==> src/sv/gb3_pkg.sv <==
// gb3_pkg: shared constants, types and helpers for the 3x3 clamped-edge blur.
// Used by gb3_frame_ram, gb3_mac and gauss_blur_3x3_clamped_edge_top.
// No dependencies.
`timescale 1ns / 1ps
`default_nettype none

package gb3_pkg;

   // Frame store geometry
   localparam int MAX_ROWS = 64;
   localparam int MAX_COLS = 64;
   localparam int ROW_W    = $clog2(MAX_ROWS);
   localparam int COL_W    = $clog2(MAX_COLS);
   localparam int DEPTH    = MAX_ROWS * MAX_COLS;
   localparam int ADDR_W   = $clog2(DEPTH);

   // Field widths of the stream payloads
   localparam int IN_COORD_W = 6;
   localparam int PIX_W      = 8;
   localparam int COEF_W     = 16;
   localparam int FRAC_W     = 16;
   localparam int CFG_SPAN_W = 7;
   localparam int REQ_DATA_W = 24;
   localparam int RSP_DATA_W = 8;

   // Configuration port
   localparam int CSR_IDX_W  = 3;
   localparam int CSR_DATA_W = 16;
   localparam logic [CSR_IDX_W-1:0] CSR_FRAME_ROWS  = 3'd0;
   localparam logic [CSR_IDX_W-1:0] CSR_FRAME_COLS  = 3'd1;
   localparam logic [CSR_IDX_W-1:0] CSR_COEF_CENTER = 3'd2;
   localparam logic [CSR_IDX_W-1:0] CSR_COEF_EDGE   = 3'd3;
   localparam logic [CSR_IDX_W-1:0] CSR_COEF_CORNER = 3'd4;

   localparam logic [CFG_SPAN_W-1:0] RST_FRAME_ROWS  = 7'd64;
   localparam logic [CFG_SPAN_W-1:0] RST_FRAME_COLS  = 7'd64;
   localparam logic [COEF_W-1:0]     RST_COEF_CENTER = 16'd13381;
   localparam logic [COEF_W-1:0]     RST_COEF_EDGE   = 16'd8116;
   localparam logic [COEF_W-1:0]     RST_COEF_CORNER = 16'd4922;

   // Command carried in tuser
   localparam logic CMD_WRITE = 1'b0;
   localparam logic CMD_QUERY = 1'b1;

   // Nine-tap sum: 9 * 255 * 65535 fits in PIX_W + COEF_W + 4 bits
   localparam int ACC_W  = PIX_W + COEF_W + 4;
   localparam int PROD_W = PIX_W + COEF_W;
   localparam int RES_W  = ACC_W - FRAC_W;

   // Common width for coordinate / span compares
   localparam int RC_W   = (ROW_W > COL_W) ? ROW_W : COL_W;
   localparam int RC1_W  = RC_W + 1;
   localparam int FLD_W  = (CFG_SPAN_W > IN_COORD_W) ? CFG_SPAN_W : IN_COORD_W;
   localparam int CMP_W  = (RC1_W > FLD_W) ? RC1_W : FLD_W;

   // Neighbor offset codes
   localparam logic [1:0] TAP_MINUS = 2'd0;
   localparam logic [1:0] TAP_ZERO  = 2'd1;
   localparam logic [1:0] TAP_PLUS  = 2'd2;

   typedef enum logic [1:0] {
      ST_IDLE,
      ST_SCAN,
      ST_DRAIN
   } state_type;

   typedef struct packed {
      logic clear;       // zero the accumulator
      logic sample_vld;  // pixel/weight pair present this cycle
   } mac_ctl_type;

   // Last index in use: span of 0 acts as 1, above limit acts as limit
   function automatic logic [CMP_W-1:0] last_index(input logic [CFG_SPAN_W-1:0] span,
                                                   input logic [CMP_W-1:0] limit);
      logic [CMP_W-1:0] s;
      s = CMP_W'(span);
      if (s == '0)
         s = CMP_W'(1);
      if (s > limit)
         s = limit;
      return s - CMP_W'(1);
   endfunction

   // Neighbor coordinate, clamped into 0..last
   function automatic logic [CMP_W-1:0] step_coord(input logic [CMP_W-1:0] base,
                                                   input logic [1:0] tap,
                                                   input logic [CMP_W-1:0] last);
      logic [CMP_W-1:0] v;
      v = base;
      case (tap)
         TAP_MINUS: v = (base == '0) ? '0 : base - CMP_W'(1);
         TAP_PLUS:  v = (base >= last) ? last : base + CMP_W'(1);
         default:   v = base;
      endcase
      return v;
   endfunction

   function automatic logic [ADDR_W-1:0] store_addr(input logic [ROW_W-1:0] r,
                                                    input logic [COL_W-1:0] c);
      return ADDR_W'(r) * ADDR_W'(MAX_COLS) + ADDR_W'(c);
   endfunction

endpackage

`default_nettype wire

==> src/sv/gb3_mac.sv <==
// gb3_mac: shared multiply-accumulate unit, one pixel * weight per cycle.
// Product is registered before the add. Depends on gb3_pkg.
`timescale 1ns / 1ps
`default_nettype none

module gb3_mac (
   input  wire logic                          clock,
   input  wire logic                          reset,
   input  wire gb3_pkg::mac_ctl_type          ctl,
   input  wire logic [gb3_pkg::PIX_W-1:0]     pixel,
   input  wire logic [gb3_pkg::COEF_W-1:0]    weight,
   output logic      [gb3_pkg::ACC_W-1:0]     acc,
   output logic                               busy
);

   logic [gb3_pkg::PROD_W-1:0] prod_ff;
   logic                       prod_vld_ff, prod_vld_in;
   logic [gb3_pkg::ACC_W-1:0]  acc_ff, acc_in;

   assign prod_vld_in = ctl.sample_vld;

   always_comb begin
      acc_in = acc_ff;
      if (ctl.clear)
         acc_in = '0;
      else if (prod_vld_ff)
         acc_in = acc_ff + gb3_pkg::ACC_W'(prod_ff);
   end

   always_ff @(posedge clock) begin
      if (reset) begin
         prod_vld_ff <= 1'b0;
      end else begin
         prod_vld_ff <= prod_vld_in;
      end
   end

   always_ff @(posedge clock) begin
      prod_ff <= gb3_pkg::PROD_W'(pixel) * gb3_pkg::PROD_W'(weight);
      acc_ff  <= acc_in;
   end

   assign acc  = acc_ff;
   assign busy = prod_vld_ff;

endmodule

`default_nettype wire

==> config.mk <==
export PLATFORM = sky130hd
export DESIGN_NAME = gb3_mac
export DESIGN_NICKNAME = d
export VERILOG_FILES = /design/src/sv/gb3_pkg.sv /design/src/sv/gb3_mac.sv
export SDC_FILE = /design/constraint.sdc
export NUM_CORES = 1
export LEC_CHECK = 0
export ABC_CLOCK_PERIOD_IN_PS = 4800
export BUFFER_PORTS_ARGS = -buffer_cell sky130_fd_sc_hd__buf_2
export CELL_PAD_IN_SITES_DETAIL_PLACEMENT = 1
export CELL_PAD_IN_SITES_GLOBAL_PLACEMENT = 2
export CORE_MARGIN = 4
export CORE_UTILIZATION = 39
export DETAILED_ROUTE_END_ITERATION = 8
export MAX_ROUTING_LAYER = met4
export PLACE_DENSITY_LB_ADDON = 0.05
export SYNTH_ARGS = -nofsm -noshare
export SYNTH_HDL_FRONTEND = slang
export SYNTH_SLANG_ARGS = --single-unit
==> constraint.sdc <==
create_clock -name clock -period 4.8 [get_ports clock]
set_input_delay 0.24 -clock clock [delete_from_list [all_inputs] [get_ports clock]]
set_output_delay 0.24 -clock clock [all_outputs]
set_load 0.01 [all_outputs]
==> results of run 1 <==
==> cell usage after synthesis, drive strengths merged, types with 2 or more instances <==
cell / number
and3: 8
xnor2: 26
a211oi: 7
o31ai: 2
a22oi: 2
fa: 85
nand2: 56
nor2b: 6
o22ai: 6
dfxtp: 53
nand2b: 11
a21oi: 44
mux2i: 10
nand4: 7
o21bai: 3
nand3: 14
or2: 2
o21a: 2
a211o: 2
xor2: 6
o21ai: 25
nor2: 38
a31oi: 6
a311o: 2
ha: 68
a21o: 28
nor3: 6
and2: 110
a2111oi: 3
buf: 3
nor3b: 4
clkbuf: 17
a221oi: 2
inv: 115
==> cell type report <==
type	instances	area [um2]	area share
Multi-Input combinational cell	607	5386	0.7075
Sequential cell	53	1061	0.1394
Inverter	115	431.7	0.05670
Timing Repair Buffer	59	302.8	0.03977
Tap cell	225	281.5	0.03698
Clock buffer	5	125.1	0.01643
Clock inverter	3	25.02	0.003287
==> power by group through the flow <==
stage | Clock, uW | Sequential [uW] | Combinational [uW]
floorplan | 0 | 693 | 2120
global placement | 0 | 704 | 2710
detailed placement | 0 | 708 | 2770
CTS | 388 | 698 | 2790
global route | 405 | 714 | 3150
finish | 371 | 696 | 2740
==> flip-flops by register name, indices dropped and copies added (netlist names) <==
signal and count:
acc 28, prod_ff 24, busy 1
==> cell families after synthesis <==
family                     share of synthesized area
AOI/OAI and AO/OA                             0.1436
adders and majority gates                     0.3665
muxes                                        0.01653
buffers and inverters                        0.07420
xor gates and xnor gates                     0.04024
DFF                                           0.1524
and+or+nand+nor                               0.2066
==> through the flow <==
step           worst slack (ns)  area (um2)  hold WS (ns)
2_1_floorplan            0.3807        6964        0.3116
3_3_place_gp            0.06955        7463        0.4008
3_5_place_dp            0.04338        7463        0.4122
4_1_cts                  0.3559        7614       0.09318
5_1_grt                 0.07382        7614       0.08837
6_report                 0.3850        7614       0.09825
==> critical path: cells and delay by family <==
| family | cells | cell delay, ns |
|---|---|---|
| compound gates | 5 | 1.15 |
| xor+xnor | 1 | 0.14 |
| fa+ha+maj | 5 | 2.43 |
| buf+inv | 3 | 0.37 |
| simple gates | 2 | 0.31 |
==> routing by layer <==
layer  vias up  track usage  routed length [um]
met2        72       0.3168                8480
met4         0      0.03990                 263
met5         -            -                   0
met1      2667       0.2551                8506
li1       2690            -                   -
met3        15      0.01618                 428
==> how the worst max path moves through the flow <==
stage	start	end	slack, ns	cells past startpoint
2_1_floorplan	pixel[6]	prod_ff[22]	0.38	16
3_3_place_gp	pixel[6]	prod_ff[22]	0.07	16
3_5_place_dp	pixel[6]	prod_ff[22]	0.04	16
4_1_cts	pixel[6]	prod_ff[22]	0.36	16
5_1_grt	pixel[7]	prod_ff[23]	0.07	17
6_report	pixel[6]	prod_ff[22]	0.39	16
==> metrics, run 1 <==
Max-slew headroom 0.3830; post-route clock period utilization 0.9198; Post-CTS Hold Buffers 0; largest stage delay on the critical path 0.56 ns; GRT overflow 0; largest area contributor in the netlist fa_1; final net count 1,022; final RePlAce weighted congestion 0.8706; FFs w/ async S/R, synth 0; min cycle time layout 4.415 ns; leakage power 0.003789 uW; most common cell after layout, fill and taps aside inv_1; CTS Root Cell clkbuf_16; hold endpoint busy; die area 20,060 um2; Comb pwr share 0.720; Final Setup Violations 0; first-pass GRT wire length 30,220 um; sequential power share 0.183; crit path max-delay cell type fa_1; core area 17,420 um2; syn nets 976; R2R depth 10; commonest cells after routing, fill and taps aside inv_1 (115), and2_1 (109), fa_1 (85), ha_1 (68); required time of the worst setup path 5.03 ns; Hold Path Stages 2; maxcap violations 0; Final Max Slew Viols 0; ys flop type dfxtp_1; crit end category register; most frequent cell on the critical path fa_1; Switching Share 0.4834; setup bufs post-CTS 0; Post-synth EDFFs 0; Worst-Skew Late Latency 0.30 ns; largest net degree at the start of global routing 33; Routed WL 17,680 um; CP startpoint kind primary input; CTS max path bufs 2; fin cells 1,067; DR vias 5,444; Crit Path Class in2reg; final core utilization 0.4371; Synth-to-Final Area Change 9.324%; post-route ant nets 0; RSZ-0062 raised after global routing no; outcome finished clean; Num CTS Buffers 5; vias in the first global route 5,937; DP Cell Count 1,059; Ports 57; initial DRC count 205; Mapped Cells 795; measured slew at the worst slew-check pin 0.9242 ns; Netlist Area Pre-Place 6964 um2; post-synthesis sequential area ratio 0.1524; GRT Total Usage 0.1901; RR Startpoint acc[0]; Unique masters post-synth 60; # DRC 0; min-delay src reset; DR WL/cell 16.57 um; worst path cell trace buf_2 -> and2_1 -> fa_1 -> fa_1 -> fa_1 -> inv_1 -> fa_1 -> inv_1 -> ha_1 -> a21o_1 -> a21oi_2 -> o22ai_1 -> a2111oi_4 -> nor2_2 -> a221oi_2 -> xnor2_1; critical path arrival 4.65 ns; dpl hpwl 14,890 um; flop-to-flop setup slack 2.11 ns; Initial Utilization 0.3999; H-tree depth 2; 1st-pass router iterations 4; Std-Cell Rows 48; Hold WC Path Type in2reg; internal power 1968 uW; Worst Skew 0.006188 ns; chip width 141.6 um; initial antenna violation count 0; Fin Setup TNS 0 ns; worst-path fanout max 16; share of layout cells above drive strength 1 0.1045; Post-CTS Resized 0; clk sinks 53; P_sw 1842 uW; final-report hold violation count 0; post-synthesis sequential element count 53; drt via density 5.102; Die Y 141.6 um; Clk network pwr share 0.097; Antenna diodes 0; highest clock rate 226.5 MHz; Yosys top cell area share 0.2443; total chip power 3810 uW; # port buffers 56; syn_area_per_cell 8.760 um2; clk slew on worst S/H paths 0.07 ns; CTS tree done; pwr dens 500.5 nW/um2; top cells by area, synth fa_1 (24%), dfxtp_1 (15%), ha_1 (12%); Ys Warns 0; Peak VDD IR 0.0002488 V; worst r2r dst acc[24]; number of fill cells 2,106
(Power assumes the default switching activity.)
==> run 2, diff against run 1 <==
- ABC_CLOCK_PERIOD_IN_PS: 4800 -> 5400
- CORE_UTILIZATION: 39 -> 42
- SKIP_CTS_REPAIR_TIMING: unset -> 1
- clock period: 4.8 -> 5.4 ns (I/O delays scaled with it)
==> metrics, run 2 (synthesis results as in run 1) <==
core area 16,060 um2 (was 17,420 um2); Peak VDD IR 0.0001752 V (was 0.0002488 V); DR vias 5,474 (was 5,444); 1st-pass router iterations 4 (unchanged); clk sinks 53 (unchanged); Final Setup Violations 0 (unchanged); Synth-to-Final Area Change 9.001% (was 9.324%); GRT Total Usage 0.2002 (was 0.1901); post-route ant nets 0 (unchanged); fin cells 1,056 (was 1,067); Switching Share 0.4867 (was 0.4834); CTS Root Cell clkbuf_16 (unchanged); final net count 1,020 (was 1,022); Ports 57 (unchanged); post-route clock period utilization 0.8193; largest net degree at the start of global routing 34 (was 33); Worst Skew 0.008101 ns (was 0.006188 ns); required time of the worst setup path 5.63 ns (was 5.03 ns); Initial Utilization 0.4337 (was 0.3999); crit end category register (unchanged); die area 18,710 um2 (was 20,060 um2); DP Cell Count 1,048 (was 1,059); Multi-input gate area 5386 um2 (unchanged); measured slew at the worst slew-check pin 0.7460 ns (was 0.9242 ns); CTS tree done (unchanged); Std-Cell Rows 46 (was 48); vias in the first global route 5,942 (was 5,937); clk slew on worst S/H paths 0.07 ns (about the same); Routed WL 17,360 um (was 17,680 um); Largest register FFs 28 (unchanged); initial DRC count 134 (was 205); internal power 1735 uW (was 1968 uW); GRT overflow 0 (unchanged); maxcap violations 0 (unchanged); dpl hpwl 14,630 um (was 14,890 um); chip width 136.8 um (was 141.6 um); critical path arrival 4.66 ns (was 4.65 ns); sequential power share 0.183 (about the same); CTS max path bufs 2 (unchanged); commonest cells after routing, fill and taps aside inv_1 (115), and2_1 (109), fa_1 (85), ha_1 (68) (unchanged); highest clock rate 226.0 MHz; first-pass GRT wire length 29,660 um (was 30,220 um); initial antenna violation count 0 (unchanged); Num CTS Buffers 5 (unchanged); Hold WC Path Type in2reg (unchanged); # port buffers 56 (unchanged); Worst-Skew Late Latency 0.31 ns (was 0.30 ns); worst-path fanout max 16 (unchanged); leakage power 0.003786 uW (was 0.003789 uW); worst hold slack 0.1179 ns (was 0.09825 ns); Max-slew headroom 0.4997 (was 0.3830); number of fill cells 1,942 (was 2,106); DR WL/cell 16.44 um (was 16.57 um); min cycle time layout 4.424 ns; share of layout cells above drive strength 1 0.1024 (was 0.1045); # DRC 0 (unchanged); pwr dens 445.3 nW/um2 (was 500.5 nW/um2); drt via density 5.184 (was 5.102); CP startpoint kind primary input (unchanged); RSZ-0062 raised after global routing no (unchanged); Die Y 136.8 um (was 141.6 um); most common cell after layout, fill and taps aside inv_1 (unchanged); Antenna diodes 0 (unchanged); final-report hold violation count 0 (unchanged); Fin Setup TNS 0 ns (unchanged); Clk network pwr share 0.101 (was 0.097); Comb pwr share 0.716 (was 0.720); final RePlAce weighted congestion 0.8936 (was 0.8706); outcome finished clean (unchanged); H-tree depth 2 (unchanged); Final Max Slew Viols 0 (unchanged); register area 1061 um2 (unchanged); Crit Path Class in2reg (unchanged); P_sw 1645 uW (was 1842 uW)
run 2: cell types whose count changed in the layout (fill, tap and decap cells not counted):
cell / previous run / this run
buf_4: 3 / 1
clkinv_4: 1 / 0
clkinvlp_4: 1 / 0
inv_6: 1 / 2
inv_8: 0 / 1
run 2: path summary, 6_finish.rpt:
| path | endpoint | slack, ns | cells after the start | start |
|---|---|---|---|---|
| max | prod_ff[22] | 0.98 | 16 | pixel[6] |
| min reg2reg | acc[17] | 0.49 | 2 | acc[17] |
| min | busy | 0.12 | 2 | reset |
| max reg2reg | acc[24] | 2.68 | 10 | acc[0] |
run 2: area by class of cell:
type,instances,area share
Multi-Input combinational cell,607,0.7096
Sequential cell,53,0.1398
Inverter,115,0.05687
Timing Repair Buffer,57,0.03791
Tap cell,216,0.03560
Clock buffer,5,0.01648
Clock inverter,3,0.003791
run 2: power groups by stage:
stage / clock network [uW] / logic [uW] / registers [uW]
global route: 368 / 2770 / 632
detailed placement: 0 / 2430 / 628
global placement: 0 / 2380 / 622
finish: 343 / 2420 / 618
CTS: 354 / 2450 / 618
floorplan: 0 / 1880 / 616
run 2: metal layers:
metal / track usage / wire [um] / vias to the layer above
met2: 0.3354 / 8191 / 69
met4: 0.03769 / 213 / 0
li1: - / - / 2687
met1: 0.2725 / 8562 / 2702
met5: - / 0 / -
met3: 0.01176 / 395 / 16
run 2: through the flow:
| stage | util | power (uW) | setup WS [ns] | area (um2) |
|---|---|---|---|---|
| 2_1_floorplan | - | 2497 | 0.9507 | 6964 |
| 5_1_grt | 0.4727 | 3773 | 0.6624 | 7591 |
| 6_report | 0.4727 | 3380 | 0.9756 | 7591 |
| 3_3_place_gp | 0.4631 | 3001 | 0.6517 | 7437 |
| 4_1_cts | 0.4727 | 3421 | 0.9224 | 7591 |
| 3_5_place_dp | 0.4631 | 3059 | 0.6165 | 7437 |
run 2: critical path, cell delays in order:
cell	delay, ns
buf_2	0.25
and2_1	0.20
fa_1	0.45
fa_1	0.52
fa_1	0.55
inv_1	0.05
fa_1	0.53
inv_1	0.04
ha_1	0.36
a21o_1	0.21
a21oi_2	0.16
o22ai_1	0.14
a2111oi_4	0.40
nor2_2	0.11
a221oi_2	0.27
xnor2_1	0.14
==> run 3, diff against run 2 <==
- ABC_CLOCK_PERIOD_IN_PS: 5400 -> 3900
- CORE_UTILIZATION: 42 -> 35
- clock period: 5.4 -> 3.9 ns (I/O delays scaled with it)
==> metrics, run 3 (synthesis results as in run 1) <==
outcome complete, but fails checks (was finished clean); failing checks setup timing; final-report hold violation count 0 (unchanged); CTS max path bufs 2 (unchanged); min cycle time layout 4.040 ns; vias in the first global route 6,377 (was 5,942); Num CTS Buffers 5 (unchanged); largest net degree at the start of global routing 33 (was 34); Std-Cell Rows 51 (was 46); Worst Skew 0.004349 ns (was 0.008101 ns); CTS Root Cell clkbuf_16 (unchanged); die area 22,220 um2 (was 18,710 um2); pre-CTS setup slack -0.5562 ns (was 0.6165 ns); initial antenna violation count 0 (unchanged); drt via density 4.824 (was 5.184); crit path max-delay cell type fa_1 (unchanged); H-tree depth 2 (unchanged); critical path arrival 4.26 ns (was 4.66 ns); Die Y 149.1 um (was 136.8 um); worst path cell trace buf_12 -> and2_4 -> fa_1 -> fa_1 -> fa_1 -> inv_2 -> fa_1 -> inv_2 -> ha_4 -> a21o_1 -> a21o_1 -> a21o_1 -> a2111oi_4 -> nor2_2 -> a221oi_2 -> xnor2_1 (was buf_2 -> and2_1 -> fa_1 -> fa_1 -> fa_1 -> inv_1 -> fa_1 -> inv_1 -> ha_1 -> a21o_1 -> a21oi_2 -> o22ai_1 -> a2111oi_4 -> nor2_2 -> a221oi_2 -> xnor2_1); # DRC 0 (unchanged); final net count 1,107 (was 1,020); # port buffers 56 (unchanged); DR vias 5,750 (was 5,474); largest stage delay on the critical path 0.57 ns (was 0.55 ns); final core utilization 0.4482 (was 0.4727); maxcap violations 0 (unchanged); register area 1061 um2 (unchanged); Final Setup Violations 2 (was 0); RR Startpoint acc[0] (unchanged); CP Launch Point pixel[6] (unchanged); 1st-pass router iterations 4 (unchanged); clk sinks 53 (unchanged); Max-slew headroom 0.5861 (was 0.4997); pwr dens 667.5 nW/um2 (was 445.3 nW/um2); Antenna diodes 0 (unchanged); Crit Path Class in2reg (unchanged); final worst setup slack -0.1401 ns (was 0.9756 ns); Routed WL 18,590 um (was 17,360 um); number of fill cells 2,302 (was 1,942); first-pass GRT wire length 31,440 um (was 29,660 um); RSZ-0062 raised after global routing yes (was no); post-route clock period utilization 1.036; leakage power 0.004291 uW (was 0.003786 uW); most frequent cell on the critical path fa_1 (unchanged); final RePlAce weighted congestion 0.8350 (was 0.8936); GRT Total Usage 0.1742 (was 0.2002); CP startpoint kind primary input (unchanged); share of layout cells above drive strength 1 0.2557 (was 0.1024); measured slew at the worst slew-check pin 0.6209 ns (was 0.7460 ns); chip width 149.1 um (was 136.8 um); post-route ant nets 0 (unchanged); crit end category register (unchanged); most common cell after layout, fill and taps aside inv_1 (unchanged); Multi-input gate area 5675 um2 (was 5386 um2); Ports 57 (unchanged); core area 19,530 um2 (was 16,060 um2); commonest cells after routing, fill and taps aside inv_1 (105), and2_1 (93), buf_4 (85), fa_1 (81), ha_1 (58) (was inv_1 (115), and2_1 (109), fa_1 (85), ha_1 (68)); CTS tree done (unchanged); GRT overflow 0 (unchanged); Worst-Skew Late Latency 0.30 ns (was 0.31 ns); Final Max Slew Viols 0 (unchanged); Initial Utilization 0.3567 (was 0.4337); highest clock rate 247.5 MHz; Synth-to-Final Area Change 25.67% (was 9.001%); required time of the worst setup path 4.12 ns (was 5.63 ns); Fin Setup TNS -0.1906 ns (was 0 ns); Hold WC Path Type in2reg (unchanged); clk slew on worst S/H paths 0.07 ns (about the same); Largest register FFs 28 (unchanged); min-delay src reset (unchanged); worst-path fanout max 6 (was 16); initial DRC count 111 (was 134); DR WL/cell 15.59 um (was 16.44 um); Peak VDD IR 0.0002564 V (was 0.0001752 V); dpl hpwl 15,860 um (was 14,630 um)
run 3: changes by cell type in the layout (fill, tap and decap cells not counted), moves of 5 or more:
cell,previous run,this run
buf_4,1,85
and2_1,109,93
and2_4,0,16
buf_2,56,42
ha_1,68,58
inv_1,115,105
inv_2,0,10
buf_6,0,9
ha_4,0,9
a21oi_1,39,33
a21oi_2,5,11
nand2_1,56,51
run 3: final timing paths:
kind | endpoint | slack, ns | depth (start not counted)
setup / recovery | prod_ff[22] | -0.14 | 16
hold / removal | busy | 0.04 | 2
setup reg to reg | acc[24] | 1.25 | 10
hold reg to reg | acc[23] | 0.50 | 2
run 3: layout make-up:
cell class,count,share of cell area
clock inverters,3,0.002859
clock buffers,5,0.01430
inverters,115,0.04932
flip-flops and latches,53,0.1212
repair buffers,144,0.1259
well taps,265,0.03788
multi-input cells,607,0.6485
run 3: metrics by stage:
step	hold WS (ns)	std cells	power, uW	cell area, um2
final	0.04458	1192	5842	8752
after floorplan	0.2666	795	3670	7148
after global placement	0.3528	1176	4978	8237
after CTS	0.03936	1184	5584	8387
after global routing	0.04642	1192	6450	8752
after detailed placement	0.3590	1176	5093	8237
run 3: where the power goes:
| part | internal, uW | switching [uW] | total [uW] |
|---|---|---|---|
| clock | 243 | 217 | 460 |
| combinational | 2200 | 2330 | 4530 |
| sequential | 746 | 106 | 852 |
run 3: critical path: cells and delay by family:
kind / cells / cell delay, ns
xor+xnor: 1 / 0.16
compound gates: 5 / 1.20
buf+inv: 3 / 0.19
simple gates: 2 / 0.25
fa+ha+maj: 5 / 2.26
run 3: routing by layer:
metal	track usage	part of all wire	vias up
met1	0.2302	0.48	2804
met5	-	0	-
met2	0.2992	0.49	72
li1	-	-	2862
met3	0.01155	0.021	12
met4	0.03204	0.012	0
